$ cat src/tcw_pkg.sv
// ----------------------------------------------------------------------------
// tcw_pkg: shared types and constants for the text console writer
// Request codes, command encoding and the packed transfer types.
// ----------------------------------------------------------------------------
`default_nettype none

package tcw_pkg;

  // Grid size defaults
  localparam int COLUMNS_DEF = 80;
  localparam int ROWS_DEF    = 25;

  // Depth of the command queue between front and back
  localparam int CMDQ_DEPTH = 2;

  // Character codes
  localparam logic [7:0] NEWLINE_CODE = 8'd10;
  localparam logic [7:0] SPACE_CODE   = 8'd32;
  localparam logic [7:0] ZERO_CODE    = 8'd0;

  // Request type codes on the input port
  localparam logic [2:0] REQ_PUT    = 3'd0;
  localparam logic [2:0] REQ_REWIND = 3'd1;
  localparam logic [2:0] REQ_SETCUR = 3'd2;
  localparam logic [2:0] REQ_CLEAR  = 3'd3;
  localparam logic [2:0] REQ_READ   = 3'd4;

  typedef logic [6:0] col_t;
  typedef logic [4:0] row_t;
  typedef logic [7:0] char_t;

  typedef struct packed {
    logic [2:0] req_type;
    char_t      char_code;
    col_t       col;
    row_t       row;
  } in_item_t;

  typedef struct packed {
    col_t  cursor_col_now;
    row_t  cursor_row_now;
    char_t cell_char;
  } out_item_t;

  // Decoded operation handed from front to back
  typedef enum logic [2:0] {
    OP_PUT,
    OP_NEWLINE,
    OP_REWIND,
    OP_SETCUR,
    OP_CLEAR,
    OP_READ,
    OP_NOP
  } op_e;

  typedef struct packed {
    op_e   op;
    char_t ch;
    col_t  col;      // clamped to the grid
    row_t  row;      // clamped to the grid
    logic  in_range; // raw col/row fall inside the grid
  } cmd_t;

endpackage

`default_nettype wire

$ cat src/tcw_front.sv
// ----------------------------------------------------------------------------
// tcw_front: request intake and decode
// Registers one request, decodes it into a command and clamps coordinates.
// ----------------------------------------------------------------------------
`default_nettype none

module tcw_front #(
  parameter int COLUMNS = tcw_pkg::COLUMNS_DEF,
  parameter int ROWS    = tcw_pkg::ROWS_DEF
) (
  input  wire logic               clk,
  input  wire logic               rst_n,
  input  wire logic               push,
  output logic                    full,
  input  wire tcw_pkg::in_item_t  in_data,
  output logic                    q_push,
  input  wire logic               q_full,
  output tcw_pkg::cmd_t           q_wdata
);

  logic          vld_r, vld_nxt;
  tcw_pkg::cmd_t cmd_r, cmd_nxt;
  logic          accept;

  assign full    = vld_r && q_full;
  assign accept  = push && !full;
  assign q_push  = vld_r && !q_full;
  assign q_wdata = cmd_r;

  always_comb begin
    cmd_nxt.ch       = in_data.char_code;
    cmd_nxt.col      = (int'(in_data.col) > COLUMNS - 1) ?
                       tcw_pkg::col_t'(COLUMNS - 1) : in_data.col;
    cmd_nxt.row      = (int'(in_data.row) > ROWS - 1) ?
                       tcw_pkg::row_t'(ROWS - 1) : in_data.row;
    cmd_nxt.in_range = (int'(in_data.col) < COLUMNS) && (int'(in_data.row) < ROWS);
    unique case (in_data.req_type)
      tcw_pkg::REQ_PUT:    cmd_nxt.op = (in_data.char_code == tcw_pkg::NEWLINE_CODE) ?
                                        tcw_pkg::OP_NEWLINE : tcw_pkg::OP_PUT;
      tcw_pkg::REQ_REWIND: cmd_nxt.op = tcw_pkg::OP_REWIND;
      tcw_pkg::REQ_SETCUR: cmd_nxt.op = tcw_pkg::OP_SETCUR;
      tcw_pkg::REQ_CLEAR:  cmd_nxt.op = tcw_pkg::OP_CLEAR;
      tcw_pkg::REQ_READ:   cmd_nxt.op = tcw_pkg::OP_READ;
      default:             cmd_nxt.op = tcw_pkg::OP_NOP;
    endcase
  end

  always_comb begin
    vld_nxt = vld_r;
    if (accept) begin
      vld_nxt = 1'b1;
    end else if (q_push) begin
      vld_nxt = 1'b0;
    end
  end

  always_ff @(posedge clk) begin
    if (!rst_n) begin
      vld_r <= 1'b0;
    end else begin
      vld_r <= vld_nxt;
    end
  end

  always_ff @(posedge clk) begin
    if (accept) begin
      cmd_r <= cmd_nxt;
    end
  end

endmodule

`default_nettype wire

$ cat config.mk
export PLATFORM = sky130hd
export DESIGN_NAME = tcw_front
export DESIGN_NICKNAME = d
export VERILOG_FILES = /design/src/tcw_pkg.sv /design/src/tcw_front.sv
export SDC_FILE = /design/constraint.sdc
export NUM_CORES = 1
export LEC_CHECK = 0
export BUFFER_PORTS_ARGS = -buffer_cell sky130_fd_sc_hd__buf_2
export CORE_ASPECT_RATIO = 1.75
export CORE_MARGIN = 1.5
export CORE_UTILIZATION = 40
export DETAILED_ROUTE_END_ITERATION = 6
export GPL_ROUTABILITY_DRIVEN = 0
export PLACE_DENSITY = 0.77
export SLEW_MARGIN = 20
export SYNTH_ARGS = -nofsm -noshare
export SYNTH_HDL_FRONTEND = slang
export SYNTH_SLANG_ARGS = --single-unit
$ cat constraint.sdc
create_clock -name clk -period 5.44 [get_ports clk]
set_clock_uncertainty 0.15 [all_clocks]
set_input_delay 0.816 -clock clk [delete_from_list [all_inputs] [get_ports clk]]
set_output_delay 0.816 -clock clk [all_outputs]
set_load 0.02 [all_outputs]
; ---- After elaboration in Yosys (flattened, before gate mapping)
; Index checks and enable logic that the tools add are counted.
[word_totals]
reg_bits = 25
word_cells = 27
[op_classes]
magnitude_cmp = 4
eq_ne = 5
muxes = 4
reduce_logical = 8
[op_table]
columns = cell, n
row1 = 3-bit one-hot mux with 5 select lines, 1
row2 = "8-bit by 4-bit == test with 1-bit output, second input constant", 1
row3 = "7-bit greater-than comparator, second input constant", 1
row4 = "7-bit less-than comparator, second input constant", 1
row5 = "3-bit by 2-bit == test with 1-bit output, second input constant", 2
row6 = "5-bit greater-than comparator, second input constant", 1
row7 = "5-bit less-than comparator, second input constant", 1
row8 = 1-bit logical AND, 4
row9 = "3-bit by 1-bit == test with 1-bit output, second input constant", 1
row10 = "3-bit == test, second input constant", 1
row11 = 3-bit logical NOT, 1
row12 = 1-bit 2-to-1 mux, 3
row13 = 1-bit logical NOT, 2
row14 = 2-bit nonzero test, 1

; ---- Longest topological paths before layout
[depth]
word_depth = 4
depth_mapped = 3

; ---- Worst setup path before layout
; No wires, ideal clock.
[synth_path]
kind = input port to flip-flop
from = input port q_full
to = register cmd_r, in the netlist q_wdata[0], enable pin
arrival_ns = 2.177
required_time_ns = 4.883
slack_ns = 2.705
cell_stages = 2
n_path_buf = 0
path_cell_list = and2_1 nor2b_1
[synth_between]
elab_chain_len = 3
[synth_rtl]
columns = element, line_no
row1 = "start, declared", tcw_front.sv:17  ; input wire logic q_full,
row2 = 1-bit logical AND, tcw_front.sv:25  ; assign full = vld_r && q_full;
row3 = 1-bit logical NOT, tcw_front.sv:26  ; assign accept = push && !full;
row4 = 1-bit logical AND, tcw_front.sv:26
row5 = named net accept, tcw_front.sv:23  ; logic accept;
row6 = "end signal, assigned", tcw_front.sv:67  ; cmd_r <= cmd_nxt;
row7 = "end, declared", tcw_front.sv:22  ; tcw_pkg::cmd_t cmd_r, cmd_nxt;
; The timed path passes the listed nets, and every way through them passes these cells.
; A chain may end at the register's enable or synchronous reset.

; ---- Final worst setup path
[layout_path]
from = input port q_full
to = output port full
[layout_between]
elab_chain_len = 1
[layout_rtl]
columns = element, line_no
row1 = 1-bit logical AND, tcw_front.sv:25
row2 = "end, declared", tcw_front.sv:14  ; output logic full,
; No other way between the ends.

==> impl_metrics.py <==
metrics = {
    "logic_synthesis": {
        "yosys_warnings": 0,
        "syn_avg_cell_area_um2": 17.0,
        "synth_area_um2": 917,
        "synthDistinctLibCells": 14,
        "syn_nets": 81,
        "synth-seq-cells": 25,
        "ys_seq_area_share_pct": 80.8,
        "syn_inst": 54,
    },
    "final_layout": {
        "syn_to_final_growth_pct": 34.1,
        "drive_gt1_share_pct": 54.2,
        "fin_util_pct": 58.0,
        "n_antenna_cell": 0,
        "final_cell_count_no_fill": 131,
        "final_cell_mix": "buf_2, edfxtp_1, nand2b_1, and2_1",
        "nets": 135,
        "layout_commonest_cell": "buf_2",
    },
    "pwr": {
        "power.switching_uw": 81.8,
        "seqPwrFrac_pct": 64.2,
        "p_leak_nw": 0.523,
        "power.total_uw": 355,
        "power.share.clock_pct": 21.6,
        "switching_share_pct": 23.1,
        "peakVddDrop_mv": 0.168,
        "combPwrFrac_pct": 14.2,
        "power.density_nw_per_um2": 288,
        "p_int_uw": 273,
    },
    "setup_path": {
        "max_stage_delay_ns": 0.20,
        "arrival_ns": 1.29,
        "slowest_stage": "and2_1",
        "cp_cell_sequence": "buf_2, and2_1, buf_2",
        "path_max_fanout": 3,
        "start_kind": "primary input",
        "crit_type": "in -> out",
        "required_ns": 4.47,
        "timing.critical_path.to_type": "output pin",
        "critPathMostFrequentCell": "buf_2",
    },
    "clock_tree": {
        "ctsResizeCount": 0,
        "cts-hold-fix-buffers": 0,
        "cts_tree": "done",
        "post-cts-setup-buffers": 0,
        "clkLatencyLatePin_ns": 0.30,
        "cts_max_path_buffers": 2,
        "cts_sinks": 25,
        "clockRootBuffer": "clkbuf_4",
        "htreeDepth": 1,
        "numCtsBuffers": 3,
        "clkTransAtPathRegs_ns": 0.12,
    },
    "timing": {
        "slew_violations": 0,
        "worst_slew_pin_slew_ns": 0.637,
        "finalSetupTns_ns": 0,
        "rsz0062_at_grt": "false",
        "slew-limit-headroom_pct": 57.5,
        "worst_hold_slack_ns": 0.546,
        "hold_violations": 0,
        "fmax_mhz": 443,
        "fin_crit_sh_pct": 41.5,
        "finalSetupViolCount": 0,
        "timing.final.crit_period_ns": 2.25,
    },
    "floorplan": {
        "fp-row-count": 22,
        "die_w_um": 39.2,
        "io_pins": 53,
        "fp.dieH_um": 66.3,
        "fp.dieArea_um2": 2600,
        "start_util_pct": 43.3,
        "coreArea_um2": 2120,
    },
    "detailed_routing": {
        "wirelength_met1_um": 503,
        "vias": 619,
        "wl_met3_um": 125,
        "ant_nets": 0,
        "dr.pass1.iters": 2,
        "met2_length_um": 923,
        "top_layer": "met4",
        "drt_wl_total_mm": 1.57,
        "drt_iter0_drc": 14,
        "viasPerCell": 4.73,
        "drc": 0,
        "wl_per_cell_um": 12.0,
    },
    "worst_hold_path": {
        "worstHoldPathType": "in -> reg",
    },
    "global_routing": {
        "grt_max_degree": 25,
        "grt_util_all_layers_pct": 13.8,
        "antenna_found_initial": 0,
        "grt_pass1_vias": 616,
        "grt-ovfl-total": 0,
        "grt_pass1_wl_mm": 2.45,
    },
    "placement": {
        "dpl.cell_count": 127,
        "io_buffers": 52,
        "hpwl_mm": 1.28,
    },
    "outcome": {
        "status": "completed",
    },
    "flow_run": {
        "cap_viol_max_count": 0,
    },
}
## Yosys cell counts
| master | instances | area [µm²] |
|---|---|---|
| nor4_2 | 1 | 12.5 |
| nor2_1 | 3 | 11.3 |
| edfxtp_1 | 24 | 721 |
| o21ai_1 | 1 | 5.00 |
| o21a_1 | 2 | 15.0 |
| nand2b_1 | 5 | 31.3 |
| and4bb_2 | 1 | 12.5 |
| nand2_1 | 2 | 7.51 |
| nor2b_1 | 4 | 25.0 |
| dfxtp_1 | 1 | 20.0 |
| and2_1 | 4 | 25.0 |
| a211oi_1 | 2 | 15.0 |
| nor3_1 | 1 | 5.00 |
| clkbuf_1 | 3 | 11.3 |
## kinds of logic (layout without fill, tap and decap cells)
group / count (synthesis) / in the layout / share of synthesized area, %
and+or+nand+nor: 21 / 21 / 14.2
DFF: 25 / 25 / 80.8
AOI/OAI and AO/OA: 5 / 5 / 3.82
buffers and inverters: 3 / 56 / 1.23
## flip-flops by register name (all words and copies together) (netlist names)
register,flops
q_wdata,24
vld_r,1
## worst max-delay path, delay by kind of cell
family / cells / cell delay [ns]
and+or+nand+nor: 1 / 0.20
buffers and inverters: 2 / 0.27
## worst paths after layout
path | start | endpoint | slack [ns] | depth (start not counted)
worst max register to register | vld_r | q_wdata[16] | 3.89 | 2
worst min-delay path | in_data[12] | q_wdata[13] | 0.55 | 1
worst min register to register | vld_r | vld_r | 0.55 | 2
worst max-delay path | q_full | full | 3.19 | 3
## stage by stage
step	instance area (µm²)	setup WS, ns
5_1_grt	1230	3.14
2_1_floorplan	917	2.71
3_5_place_dp	1200	2.89
4_1_cts	1220	3.21
3_3_place_gp	1200	2.98
6_report	1230	3.19
## power groups by stage
stage          clock [mW]  combinational (mW)  sequential, mW
2_1_floorplan           0              0.0121           0.247
3_3_place_gp            0              0.0489           0.232
3_5_place_dp            0              0.0507           0.232
4_1_cts            0.0808              0.0508           0.228
5_1_grt            0.0884              0.0550           0.229
6_report           0.0766              0.0504           0.228
## metal layers
layer  up-vias  track usage [%]
li1        306                -
met1       285             13.1
met2        26             25.4
met3         2             3.37
met4         0             6.47
met5         -                0
## final cells by class
class / instances / area (µm²)
Fill cell: 173 / 890
Timing Repair Buffer: 52 / 260
Clock buffer: 4 / 26.3
Sequential cell: 25 / 741
Multi-Input combinational cell: 26 / 173
Tap cell: 24 / 30.0
No activity file was read; power rests on OpenSTA's default activity.
