$ cat src/tcw_pkg.sv
// ----------------------------------------------------------------------------
// tcw_pkg: shared types and constants for the text console writer
// Request codes, command encoding and the packed transfer types.
// ----------------------------------------------------------------------------
`default_nettype none

package tcw_pkg;

  // Grid size defaults
  localparam int COLUMNS_DEF = 80;
  localparam int ROWS_DEF    = 25;

  // Depth of the command queue between front and back
  localparam int CMDQ_DEPTH = 2;

  // Character codes
  localparam logic [7:0] NEWLINE_CODE = 8'd10;
  localparam logic [7:0] SPACE_CODE   = 8'd32;
  localparam logic [7:0] ZERO_CODE    = 8'd0;

  // Request type codes on the input port
  localparam logic [2:0] REQ_PUT    = 3'd0;
  localparam logic [2:0] REQ_REWIND = 3'd1;
  localparam logic [2:0] REQ_SETCUR = 3'd2;
  localparam logic [2:0] REQ_CLEAR  = 3'd3;
  localparam logic [2:0] REQ_READ   = 3'd4;

  typedef logic [6:0] col_t;
  typedef logic [4:0] row_t;
  typedef logic [7:0] char_t;

  typedef struct packed {
    logic [2:0] req_type;
    char_t      char_code;
    col_t       col;
    row_t       row;
  } in_item_t;

  typedef struct packed {
    col_t  cursor_col_now;
    row_t  cursor_row_now;
    char_t cell_char;
  } out_item_t;

  // Decoded operation handed from front to back
  typedef enum logic [2:0] {
    OP_PUT,
    OP_NEWLINE,
    OP_REWIND,
    OP_SETCUR,
    OP_CLEAR,
    OP_READ,
    OP_NOP
  } op_e;

  typedef struct packed {
    op_e   op;
    char_t ch;
    col_t  col;      // clamped to the grid
    row_t  row;      // clamped to the grid
    logic  in_range; // raw col/row fall inside the grid
  } cmd_t;

endpackage

`default_nettype wire

$ cat src/tcw_cmd_q.sv
// ----------------------------------------------------------------------------
// tcw_cmd_q: command queue
// Small register FIFO that decouples decode from execution.
// ----------------------------------------------------------------------------
`default_nettype none

module tcw_cmd_q (
  input  wire logic          clk,
  input  wire logic          rst_n,
  input  wire logic          push,
  input  wire tcw_pkg::cmd_t wdata,
  output logic               full,
  input  wire logic          pop,
  output tcw_pkg::cmd_t      rdata,
  output logic               empty
);

  localparam int DEPTH = tcw_pkg::CMDQ_DEPTH;
  localparam int PW    = (DEPTH > 1) ? $clog2(DEPTH) : 1;
  localparam int CNTW  = $clog2(DEPTH + 1);

  tcw_pkg::cmd_t     ent_r [DEPTH];
  logic [PW-1:0]     wp_r, wp_nxt, rp_r, rp_nxt;
  logic [CNTW-1:0]   cnt_r, cnt_nxt;
  logic              do_push, do_pop;

  assign full    = (cnt_r == CNTW'(DEPTH));
  assign empty   = (cnt_r == '0);
  assign do_push = push && !full;
  assign do_pop  = pop && !empty;
  assign rdata   = ent_r[rp_r];

  always_comb begin
    wp_nxt  = wp_r;
    rp_nxt  = rp_r;
    cnt_nxt = cnt_r;
    if (do_push) begin
      wp_nxt = (wp_r == PW'(DEPTH - 1)) ? '0 : wp_r + 1'b1;
    end
    if (do_pop) begin
      rp_nxt = (rp_r == PW'(DEPTH - 1)) ? '0 : rp_r + 1'b1;
    end
    if (do_push && !do_pop) begin
      cnt_nxt = cnt_r + 1'b1;
    end else if (do_pop && !do_push) begin
      cnt_nxt = cnt_r - 1'b1;
    end
  end

  always_ff @(posedge clk) begin
    if (!rst_n) begin
      wp_r  <= '0;
      rp_r  <= '0;
      cnt_r <= '0;
    end else begin
      wp_r  <= wp_nxt;
      rp_r  <= rp_nxt;
      cnt_r <= cnt_nxt;
    end
  end

  always_ff @(posedge clk) begin
    if (do_push) begin
      ent_r[wp_r] <= wdata;
    end
  end

endmodule

`default_nettype wire

$ cat config.mk
export PLATFORM = sky130hd
export DESIGN_NAME = tcw_cmd_q
export DESIGN_NICKNAME = d
export VERILOG_FILES = /design/src/tcw_pkg.sv /design/src/tcw_cmd_q.sv
export SDC_FILE = /design/constraint.sdc
export NUM_CORES = 1
export LEC_CHECK = 0
export BUFFER_PORTS_ARGS = -buffer_cell sky130_fd_sc_hd__buf_2
export CELL_PAD_IN_SITES_DETAIL_PLACEMENT = 1
export CELL_PAD_IN_SITES_GLOBAL_PLACEMENT = 1
export CORE_MARGIN = 1
export CORE_UTILIZATION = 42
export CTS_CLUSTER_SIZE = 10
export DETAILED_ROUTE_END_ITERATION = 16
export PLACE_DENSITY = 0.75
export SLEW_MARGIN = 20
export SYNTH_ARGS = -nofsm -noshare
export SYNTH_HDL_FRONTEND = slang
export SYNTH_SLANG_ARGS = --single-unit
$ cat constraint.sdc
create_clock -name clk -period 2.3 [get_ports clk]
set_input_delay 0.46 -clock clk [delete_from_list [all_inputs] [get_ports clk]]
set_output_delay 0.46 -clock clk [all_outputs]
set_load 0.03 [all_outputs]
# Word level (Yosys, flattened, before mapping)
# Memories as Yosys holds them, arrays and structs flattened. A register that Yosys moved wholly into a read port is not among the register bits.
# Index checks and enable logic that the tools add are counted.
op_classes:
  reduce_logical: 10
  n_mux: 8
  addsub: 4
  n_eq_ne: 1
ops:
  columns: ["op", "n"]
  rows:
  - ["1-bit 2-to-1 mux", 6]
  - ["1-bit logical AND", 4]
  - ["1-bit logical NOT", 4]
  - ["2-bit 2-to-1 mux", 2]
  - ["1-bit adder, second input constant", 2]
  - ["2-bit by 1-bit adder with 2-bit output, second input constant", 1]
  - ["2-bit == test, second input constant", 1]
  - ["2-bit logical NOT", 1]
  - ["2-bit nonzero test", 1]
  - ["2-bit by 1-bit subtractor with 2-bit output, second input constant", 1]
totals:
  mem_count: 1
  mem_bits_rw: 48
  wordCells: 27
  register_bits: 4
  output_inout_bits: 26
  inputBits: 28
mem_list:
  columns: ["name", "depth", "word_bits", "rd", "rd_ports_with_merged_regs", "wr", "line", "source"]
  rows:
  - ["ent_r", 2, 24, 1, 1, 1, "tcw_cmd_q.sv:22", "tcw_pkg::cmd_t ent_r [DEPTH];"]

# Logic depth before layout (Yosys ltp)
# Gate-level depths: netlist (run 1).
depth:
  word_depth: 7
  depth_mapped: 7
  mapped_depth_nobuf: 7

# Least setup slack after synthesis (run 1)
# Ideal clock, no wire load.
synth_timing:
  path_type: "register to register"
  startpoint: "register cnt_r[0]"
  endpoint: "memory ent_r[0][0] in the netlist's numbering (enable)"
  setup_slack_ns: 0.253
  arrival_ns: 1.644
  n_path_buf: 0
  stages_incl_launch_ff: 4
  setup_ns: 0.403
  required_ns: 1.897
  synth_period_minus_slack_ns: 2.047
  cell_sequence: "dfxtp_1 -> nand2b_1 -> inv_2 -> nor3_2"
synth_between:
  elab_chain_len: 5
synth_lines:
  columns: ["element", "line", "source"]
  rows:
  - ["from (decl)", "tcw_cmd_q.sv:24", "logic [CNTW-1:0] cnt_r, cnt_nxt;"]
  - ["from (signal assigned)", "tcw_cmd_q.sv:58", "cnt_r <= cnt_nxt;"]
  - ["2-bit == test", "tcw_cmd_q.sv:27", "assign full = (cnt_r == CNTW'(DEPTH));"]
  - ["via full", "tcw_cmd_q.sv:12", "output logic full,"]
  - ["1-bit logical NOT", "tcw_cmd_q.sv:29", "assign do_push = push && !full;"]
  - ["1-bit logical AND", "tcw_cmd_q.sv:29", null]
  - ["1-bit 2-to-1 mux", "tcw_cmd_q.sv:63", "if (do_push) begin"]
  - ["1-bit 2-to-1 mux (not written as such)", "tcw_cmd_q.sv:64", "ent_r[wp_r] <= wdata;"]
  - ["to (decl)", "tcw_cmd_q.sv:22", null]
# The timed path passes the listed nets, and every way through them passes these cells.

==> results by group, run 1 <==
Synthesis
  • Yosys warnings: 0
  • EDFF count, synth: 48
  • Post-synth top area cell: edfxtp_1
  • Library cells used by synthesis: 20
  • Synth cell count leaders: edfxtp_1 (48), mux2_2 (24), dfxtp_1 (5)
  • Primary FF master, synth: edfxtp_1
  • Flops & latches, synth: 53
  • Syn avg cell area: 19.6 um^2
  • Synth top area share: 73.5%
  • Sequential fraction of the synthesis area: 78.6%
  • Most frequent cell after synthesis: edfxtp_1
  • FFs w/ async S/R, synth: 0%
  • Syn Std Cell Area: 1960 um^2
  • Syn nets: 129
  • Cell count after synthesis: 100
  • Ranking of synthesized cells by area: edfxtp_1 (74%), mux2_2 (14%), dfxtp_1 (5.1%)

Drt
  • Initial DRC count: 61
  • WL/cell: 16.9 um
  • Final wirelength: 3.62 mm
  • Vias per cell: 5.00
  • Antenna Violating Nets Remaining: 0
  • First-pass DRT Iterations: 4
  • Vias: 1071
  • DRC Markers: 0

Timing
  • TNS Setup: 0 ps
  • Period utilization: 80.8%
  • Setup-failing EPs final: 0
  • RSZ-0062 raised after global routing: no
  • Final hold viol count: 0
  • Slew margin rel.: 77.6%
  • Post-route worst setup slack: 442 ps
  • Min cycle time layout: 1860 ps
  • Slew @ Worst Pin: 336 ps
  • Max-slew violation count: 0
  • Clock Skew: 9.28 ps
  • Min Hold Slack: 335 ps
  • Highest Clock Rate: 538 MHz

Layout
  • Post-layout util: 54.8%
  • N_diodes: 0
  • Fin cells: 214
  • Ratio of cells with drive above 1 in the final layout: 54.9%
  • Area grow syn2layout: 23.4%
  • Final Instance Area: 2420 um^2
  • Nets: 190

Placement
  • Placement Cell Area: 2310 um^2
  • Placed cell count: 206
  • IO buf count: 53
  • Dpl ws: 616 ps
  • HPWL Detailed: 2.53 mm
  • RePlAce Congestion: 0.623

GRT
  • Largest net degree at the start of global routing: 25
  • Gr usage total: 15.8%
  • Overflow after GRT: 0
  • Vias in the first global route: 1197
  • First-pass GRT wire length: 5.66 mm
  • Initial antenna violation count: 0

Power and ir drop
  • Max VDD drop: 640 uV
  • P per Cell Area: 1180 nW/um^2
  • Sequential share of power: 44.5%
  • Switch share: 33.7%
  • NetSw: 960 uW
  • Int Pwr: 1.89 mW
  • Comb pwr share: 34.3%
  • P_leak: 0.922 nW
  • Power share of the clock group: 21.2%
  • Total power: 2.85 mW

Floorplanning
  • Core Area: 4410 um^2
  • Initial Util: 44.4%
  • Die area: 4950 um^2
  • Die Height: 70.3 um
  • Die Wd: 70.3 um
  • Num rows: 24
  • Top Ports: 54

Setup path
  • WP data arrival: 1400 ps
  • CP startpoint kind: flop
  • Worst setup EP type: output port
  • Crit path required time: 1840 ps
  • Flop2flop setup slack: 580 ps
  • Class of the most critical setup path: flop to output port
  • Crit Path Max Fanout: 12

Clock network
  • Clock buffer depth: 2
  • Total CTS buffers: 5
  • Clock transition at path regs: 90 ps
  • Post-CTS Setup Inserts: 0
  • Clock sink total: 53
  • Clock Tree Root: clkbuf_8
  • Worst skew pair latency: 310 ps
  • Resize count post-CTS: 0
  • CTS tree: yes
  • Htree depth: 2
  • Cts hold-fix bufs: 0

Outcome
  • Status: finished clean

Min path
  • Hold Crit Class: input pin to flop

Flow run
  • Max-capacitance violation count: 0
==> state kept, by name, indices dropped and copies added, names as in the netlist, named ones only <==
name and flops:
cnt_r 2, ent_r 48, rp_r 1, wp_r 1
==> logic make-up (layout without fill, tap and decap cells) <==
family | after synthesis | count (layout) | synth area share, %
adders and majority gates | 1 | 1 | 0.638
DFF | 53 | 53 | 78.6
buffers and inverters | 5 | 67 | 1.15
and+or+nand+nor | 9 | 9 | 2.81
muxes | 24 | 24 | 13.8
AOI/OAI and AO/OA | 5 | 5 | 1.66
xor gates and xnor gates | 3 | 3 | 1.34
==> layout make-up <==
class	count	area, um^2
inverter	2	7.51
sequential	53	1540
multi-input combinational	42	403
fill	438	2000
clock buffer	6	72.6
tap	52	65.1
clock inverter	2	33.8
timing repair buffer	57	295
==> metal layers <==
layer | vias up | track usage, % | routed length [um]
met5 | - | 0 | 0
met4 | 0 | 6.22 | 34
met3 | 4 | 6.06 | 207
met2 | 32 | 29.1 | 2050
met1 | 533 | 15.8 | 1330
li1 | 502 | - | -
==> power groups by stage <==
stage | registers, mW | logic (mW) | clock network, mW
detailed placement | 1.29 | 0.984 | 0
CTS | 1.27 | 0.995 | 0.625
global route | 1.28 | 1.04 | 0.659
floorplan | 1.27 | 0.717 | 0
finish | 1.27 | 0.978 | 0.604
global placement | 1.28 | 0.952 | 0
==> worst paths after layout <==
check	from	endpoint	depth (start not counted)
setup / recovery	flop	rdata[3]	3
hold / removal	wdata[15]	ent_r[1][15]	1
setup reg to reg	cnt_r[0]	cnt_r[1]	6
hold reg to reg	cnt_r[1]	cnt_r[1]	2
==> placed cells by master (no fill, tap or decap), drive strengths merged <==
master | synthesis | final
mux2 | 24 | 24
or3 | 1 | 1
a21boi | 2 | 2
nor2 | 2 | 2
xor2 | 1 | 1
dfxtp | 5 | 5
and3 | 1 | 1
and2 | 3 | 3
clkbuf | 0 | 6
inv | 2 | 2
buf | 3 | 57
xnor2 | 2 | 2
nand2b | 1 | 1
bufinv | 0 | 1
o21ai | 2 | 2
nor3 | 1 | 1
ha | 1 | 1
edfxtp | 48 | 48
clkinv | 0 | 1
o21a | 1 | 1
==> critical path, cell delays in order (launching register included) <==
cell and delay (ps):
dfxtp_1 340, buf_4 210, mux2_2 360, buf_2 180
No activity file was read; power rests on OpenSTA's default activity.
==> run 2, diff against run 1 <==
--- a/config.mk
+++ b/config.mk
@@ -9,10 +9,10 @@
 export CELL_PAD_IN_SITES_DETAIL_PLACEMENT = 1
 export CELL_PAD_IN_SITES_GLOBAL_PLACEMENT = 1
 export CORE_MARGIN = 1
-export CORE_UTILIZATION = 42
+export CORE_UTILIZATION = 38
 export CTS_CLUSTER_SIZE = 10
 export DETAILED_ROUTE_END_ITERATION = 16
-export PLACE_DENSITY = 0.75
+export PLACE_DENSITY = 0.72
 export SLEW_MARGIN = 20
 export SYNTH_ARGS = -nofsm -noshare
 export SYNTH_HDL_FRONTEND = slang
==> constraint.sdc (replaced) <==
create_clock -name clk -period 1.6 [get_ports clk]
set_input_delay 0.32 -clock clk [delete_from_list [all_inputs] [get_ports clk]]
set_output_delay 0.32 -clock clk [all_outputs]
set_load 0.03 [all_outputs]
==> results by group, run 2 (synthesized netlist as in run 1, its figures left out) <==
Outcome
  • Status: complete, but fails checks
  • Failing checks: negative setup slack

Layout
  • Ratio of cells with drive above 1 in the final layout: 59.5%
  • Leading cell type in the layout, fill and taps excluded: edfxtp_1
  • Sequential cell area: 1550 um^2
  • Nets: 196
  • Filler Cells Inserted: 449
  • Max reg flops: 48
  • Area grow syn2layout: 42.7%
  • N_diodes: 0
  • Post-layout util: 57.7%
  • Reg with most FFs: ent_r
  • Most frequent cells in the layout: edfxtp_1 (48), buf_2 (29), mux2_4 (24), buf_6 (24), buf_4 (6)
  • Final Instance Area: 2800 um^2
  • Area of the multi-input gates: 500 um^2
  • Top Registers: ent_r x48, cnt_r x2

Clock network
  • Clock Tree Root: clkbuf_8
  • Clock transition at path regs: 90 ps
  • Total CTS buffers: 5
  • Htree depth: 2
  • CTS tree: yes
  • Clock buffer depth: 2
  • Cts hold-fix bufs: 0
  • Worst skew pair latency: 300 ps
  • Clock sink total: 53

Setup path
  • Critical Path, Cell by Cell: clkbuf_16 > mux2_4 > buf_6
  • CP max stage delay: 420 ps
  • WP data arrival: 1330 ps
  • Buf/Inv on CP: 2
  • Class of the most critical setup path: flop to output port
  • CP max-delay cell: dfxtp_4
  • Flop2flop setup slack: 100 ps
  • Crit-path leading delay family: flip-flops
  • CP startpoint kind: flop
  • Crit path required time: 1280 ps
  • Crit Path Max Fanout: 4
  • Worst setup EP type: output port

Timing
  • Clock Skew: 4.75 ps
  • TNS Setup: -898 ps
  • Post-route worst setup slack: -51.8 ps
  • Highest Clock Rate: 605 MHz
  • Final hold viol count: 0
  • Slew @ Worst Pin: 209 ps
  • Max-slew violation count: 0
  • Period utilization: 103%
  • Min cycle time layout: 1650 ps
  • Slew margin rel.: 86.0%
  • Setup-failing EPs final: 24
  • RSZ-0062 raised after global routing: yes

Power and ir drop
  • Max VDD drop: 742 uV
  • P_leak: 1.10 nW
  • P per Cell Area: 1710 nW/um^2

GRT
  • Initial antenna violation count: 0
  • Gr usage total: 14.9%
  • First-pass GRT wire length: 5.71 mm
  • Largest net degree at the start of global routing: 17
  • Overflow after GRT: 0
  • Vias in the first global route: 1173

Drt
  • First-pass DRT Iterations: 3
  • Final wirelength: 3.87 mm
  • Vias per cell: 4.65
  • Antenna Violating Nets Remaining: 0
  • Vias: 1092
  • DRC Markers: 0
  • WL/cell: 16.5 um
  • Initial DRC count: 43

Placement
  • IO buf count: 53
  • RePlAce Congestion: 0.657
  • HPWL Detailed: 2.55 mm
  • Placement Cell Area: 2370 um^2
  • Dpl ws: 55.5 ps

Floorplanning
  • Die area: 5450 um^2
  • Die Height: 73.8 um
  • Num rows: 25
  • Top Ports: 54
  • Die Wd: 73.8 um
  • Initial Util: 40.4%
  • Core Area: 4850 um^2

Flow run
  • Max-capacitance violation count: 0

Min path
  • Hold Crit Class: input pin to flop
[run 2: cell types whose count changed in the layout (fill, tap and decap cells not counted), sizes merged]
cell      delta
buf          +5
clkinvlp     +1
[run 2: final timing paths]
path                            cells after the start     endpoint      from
worst max-delay path                                3     rdata[5]      flop
worst min-delay path                                1  ent_r[1][7]  wdata[7]
worst max register to register                      6     cnt_r[1]  cnt_r[0]
worst min register to register                      2     cnt_r[1]  cnt_r[1]
[run 2: layout make-up]
type                       count  area share (%)
clock buffer                   5            2.46
clock inverter                 3            1.48
inverter                       2           0.447
multi-input combinational     42            17.9
sequential                    53            55.4
tap                           67            3.00
timing repair buffer          63            19.3
[run 2: worst register-to-register path, delay by kind of cell (launching register included)]
kind,cells,cell delay [ps]
buffers and inverters,1,70
adder cells (fa/ha/maj),1,310
flip-flops,1,370
AO/OA/AOI/OAI,1,120
AND/OR/NAND/NOR,3,570
[run 2: power by group]
| part | total (mW) | leakage (nW) | internal (mW) | switching [mW] |
|---|---|---|---|---|
| registers | 1.87 | 0.491 | 1.76 | 0.112 |
| logic | 2.03 | 0.562 | 1.03 | 1.00 |
| clock network | 0.879 | 0.0518 | 0.461 | 0.418 |
[run 2: routing by layer]
metal | vias up | GRT usage (%) | share of wire [%]
met5 | - | 0 | 0
met3 | 6 | 4.25 | 4.8
met2 | 33 | 28.2 | 56
li1 | 513 | - | -
met1 | 540 | 15.3 | 38
met4 | 0 | 5.77 | 1.6
[run 2: per-stage QoR]
step | std cells | total power [mW] | hold slack (ps)
after global placement | 224 | 3.27 | 508
final | 235 | 4.78 | 198
after global routing | 235 | 4.99 | 181
after detailed placement | 224 | 3.33 | 512
after floorplan | 100 | 2.90 | 419
after CTS | 232 | 4.56 | 187
[run 2: repair_timing]
item,4_1_cts,5_1_grt
pin swaps,0,2
cloned,0,1
endpoints found under the setup margin,24,25
setup buffers,0,2
gates resized for setup,57,27
==> run 3, diff against run 2 <==
--- a/config.mk
+++ b/config.mk
@@ -8,10 +8,12 @@
 export BUFFER_PORTS_ARGS = -buffer_cell sky130_fd_sc_hd__buf_2
 export CELL_PAD_IN_SITES_DETAIL_PLACEMENT = 1
 export CELL_PAD_IN_SITES_GLOBAL_PLACEMENT = 1
+export CORE_ASPECT_RATIO = 1.4
 export CORE_MARGIN = 1
 export CORE_UTILIZATION = 38
 export CTS_CLUSTER_SIZE = 10
 export DETAILED_ROUTE_END_ITERATION = 16
+export GPL_ROUTABILITY_DRIVEN = 0
 export PLACE_DENSITY = 0.72
 export SLEW_MARGIN = 20
 export SYNTH_ARGS = -nofsm -noshare
==> results by group, run 3 (synthesized netlist as in run 1, its figures left out) <==
Timing
  • Min Hold Slack: 207 ps
  • Final hold viol count: 0
  • TNS Setup: -319 ps
  • Slew margin rel.: 84.5%
  • RSZ-0062 raised after global routing: yes
  • Period utilization: 102%
  • Highest Clock Rate: 612 MHz
  • Clock Skew: 3.97 ps
  • Setup-failing EPs final: 13
  • Max-slew violation count: 0
  • Min cycle time layout: 1630 ps
  • Slew @ Worst Pin: 231 ps
  • Post-route worst setup slack: -33.3 ps

Floorplanning
  • Die area: 5450 um^2
  • Die Height: 87.0 um
  • Core Area: 4920 um^2
  • Top Ports: 54
  • Initial Util: 39.9%
  • Num rows: 30
  • Die Wd: 62.7 um

Clock network
  • Clock buffer depth: 2
  • Htree depth: 2
  • Worst skew pair latency: 290 ps
  • Clock transition at path regs: 90 ps
  • CTS tree: yes
  • Cts hold-fix bufs: 0
  • Clock Tree Root: clkbuf_8
  • Total CTS buffers: 5
  • Post-CTS Setup Inserts: 0
  • Clock sink total: 53

Drt
  • WL/cell: 15.8 um
  • Initial DRC count: 57
  • Antenna Violating Nets Remaining: 0
  • Vias: 1081
  • DRC Markers: 0
  • First-pass DRT Iterations: 4
  • Final wirelength: 3.61 mm
  • Vias per cell: 4.74

Setup path
  • CP max stage delay: 390 ps
  • Crit Path Max Fanout: 10
  • Worst setup EP type: output port
  • CP max-delay cell: dfxtp_4
  • Crit path required time: 1280 ps
  • Crit-path leading delay family: flip-flops
  • FF-to-FF End: cnt_r[1]
  • Buf/Inv on CP: 2
  • Reg2reg start: cnt_r[0]
  • Class of the most critical setup path: flop to output port
  • CP startpoint kind: flop
  • Flop2flop setup slack: 40 ps
  • Critical Path, Cell by Cell: buf_12 > mux2_2 > buf_6
  • WP data arrival: 1310 ps
  • Worst R2R Path Depth: 6

Power and ir drop
  • P_leak: 1.03 nW
  • Total power: 4.44 mW
  • NetSw: 1.48 mW
  • Int Pwr: 2.96 mW
  • Switch share: 33.4%
  • Comb pwr share: 42.1%
  • Max VDD drop: 964 uV
  • Power share of the clock group: 16.0%
  • P per Cell Area: 1650 nW/um^2
  • Sequential share of power: 41.9%

Layout
  • Ratio of cells with drive above 1 in the final layout: 59.8%
  • Filler Cells Inserted: 469
  • Fin cells: 228
  • Top Registers: ent_r x48, cnt_r x2
  • Area grow syn2layout: 37.1%
  • Most frequent cells in the layout: edfxtp_1 (48), buf_2 (29), buf_6 (25)
  • Final Instance Area: 2690 um^2
  • Leading cell type in the layout, fill and taps excluded: edfxtp_1
  • Max reg flops: 48
  • N_diodes: 0
  • Nets: 192
  • Reg with most FFs: ent_r

GRT
  • First-pass GRT wire length: 5.94 mm
  • Initial antenna violation count: 0
  • Largest net degree at the start of global routing: 25
  • Vias in the first global route: 1235
  • Gr usage total: 14.7%
  • Overflow after GRT: 0

Min path
  • Hold Crit Class: input pin to flop
  • Hold Path End: ent_r[1][2]
  • Min-Delay Path Depth: 1
  • Hold path start: wdata[2]

Placement
  • Placed cell count: 220
  • IO buf count: 53
  • Placement Cell Area: 2370 um^2
  • HPWL Detailed: 2.48 mm

Outcome
  • Failing checks: negative setup slack
  • Status: complete, but fails checks

Flow run
  • Max-capacitance violation count: 0
[run 3: repair_timing]
item / CTS / global route
pin swaps: 1 / 1
endpoints found under the setup margin: 25 / 25
resized for setup: 64 / 8
[run 3: layout make-up]
class | count | area [um^2] | share of cell area, %
clock inverters | 3 | 17.5 | 0.651
clock buffers | 5 | 68.8 | 2.56
repair buffers | 59 | 497 | 18.5
inverters | 2 | 12.5 | 0.465
well taps | 64 | 80.1 | 2.98
multi-input cells | 42 | 463 | 17.2
flip-flops and latches | 53 | 1550 | 57.7
[run 3: power groups by stage]
stage               Clock, mW  Combinational [mW]  Sequential (mW)
floorplan                   0                1.06             1.84
global placement            0                1.43             1.85
detailed placement          0                1.47             1.87
CTS                     0.741                1.82             1.86
global route            0.796                1.97             1.88
finish                  0.712                1.87             1.86
[run 3: how the worst max path moves through the flow]
stage	startpoint	endpoint	slack, ps	depth (start not counted)
after floorplan	cnt_r[0]	ent_r[0][0]	-30	3
after global placement	push	cnt_r[1]	150	6
after detailed placement	cnt_r[1]	cnt_r[1]	-10	6
after CTS	flop	rdata[16]	-60	3
after global routing	flop	rdata[17]	-80	3
final	flop	rdata[11]	-30	3
[run 3: routing by layer]
metal / vias up / wire (um) / part of all wire [%] / global-route usage, %
met1: 536 / 1340 / 37 / 15.1
met5: - / 0 / 0 / 0
li1: 505 / - / - / -
met4: 0 / 55 / 1.5 / 5.92
met2: 34 / 2080 / 58 / 28.3
met3: 6 / 131 / 3.6 / 3.53
[run 3: per-stage QoR]
stage	setup WS, ps	util, %
3_3_place_gp	154	48.2
4_1_cts	-58.7	54.0
5_1_grt	-84.1	54.7
2_1_floorplan	-26.2	-
3_5_place_dp	-14.0	48.2
6_report	-33.3	54.7
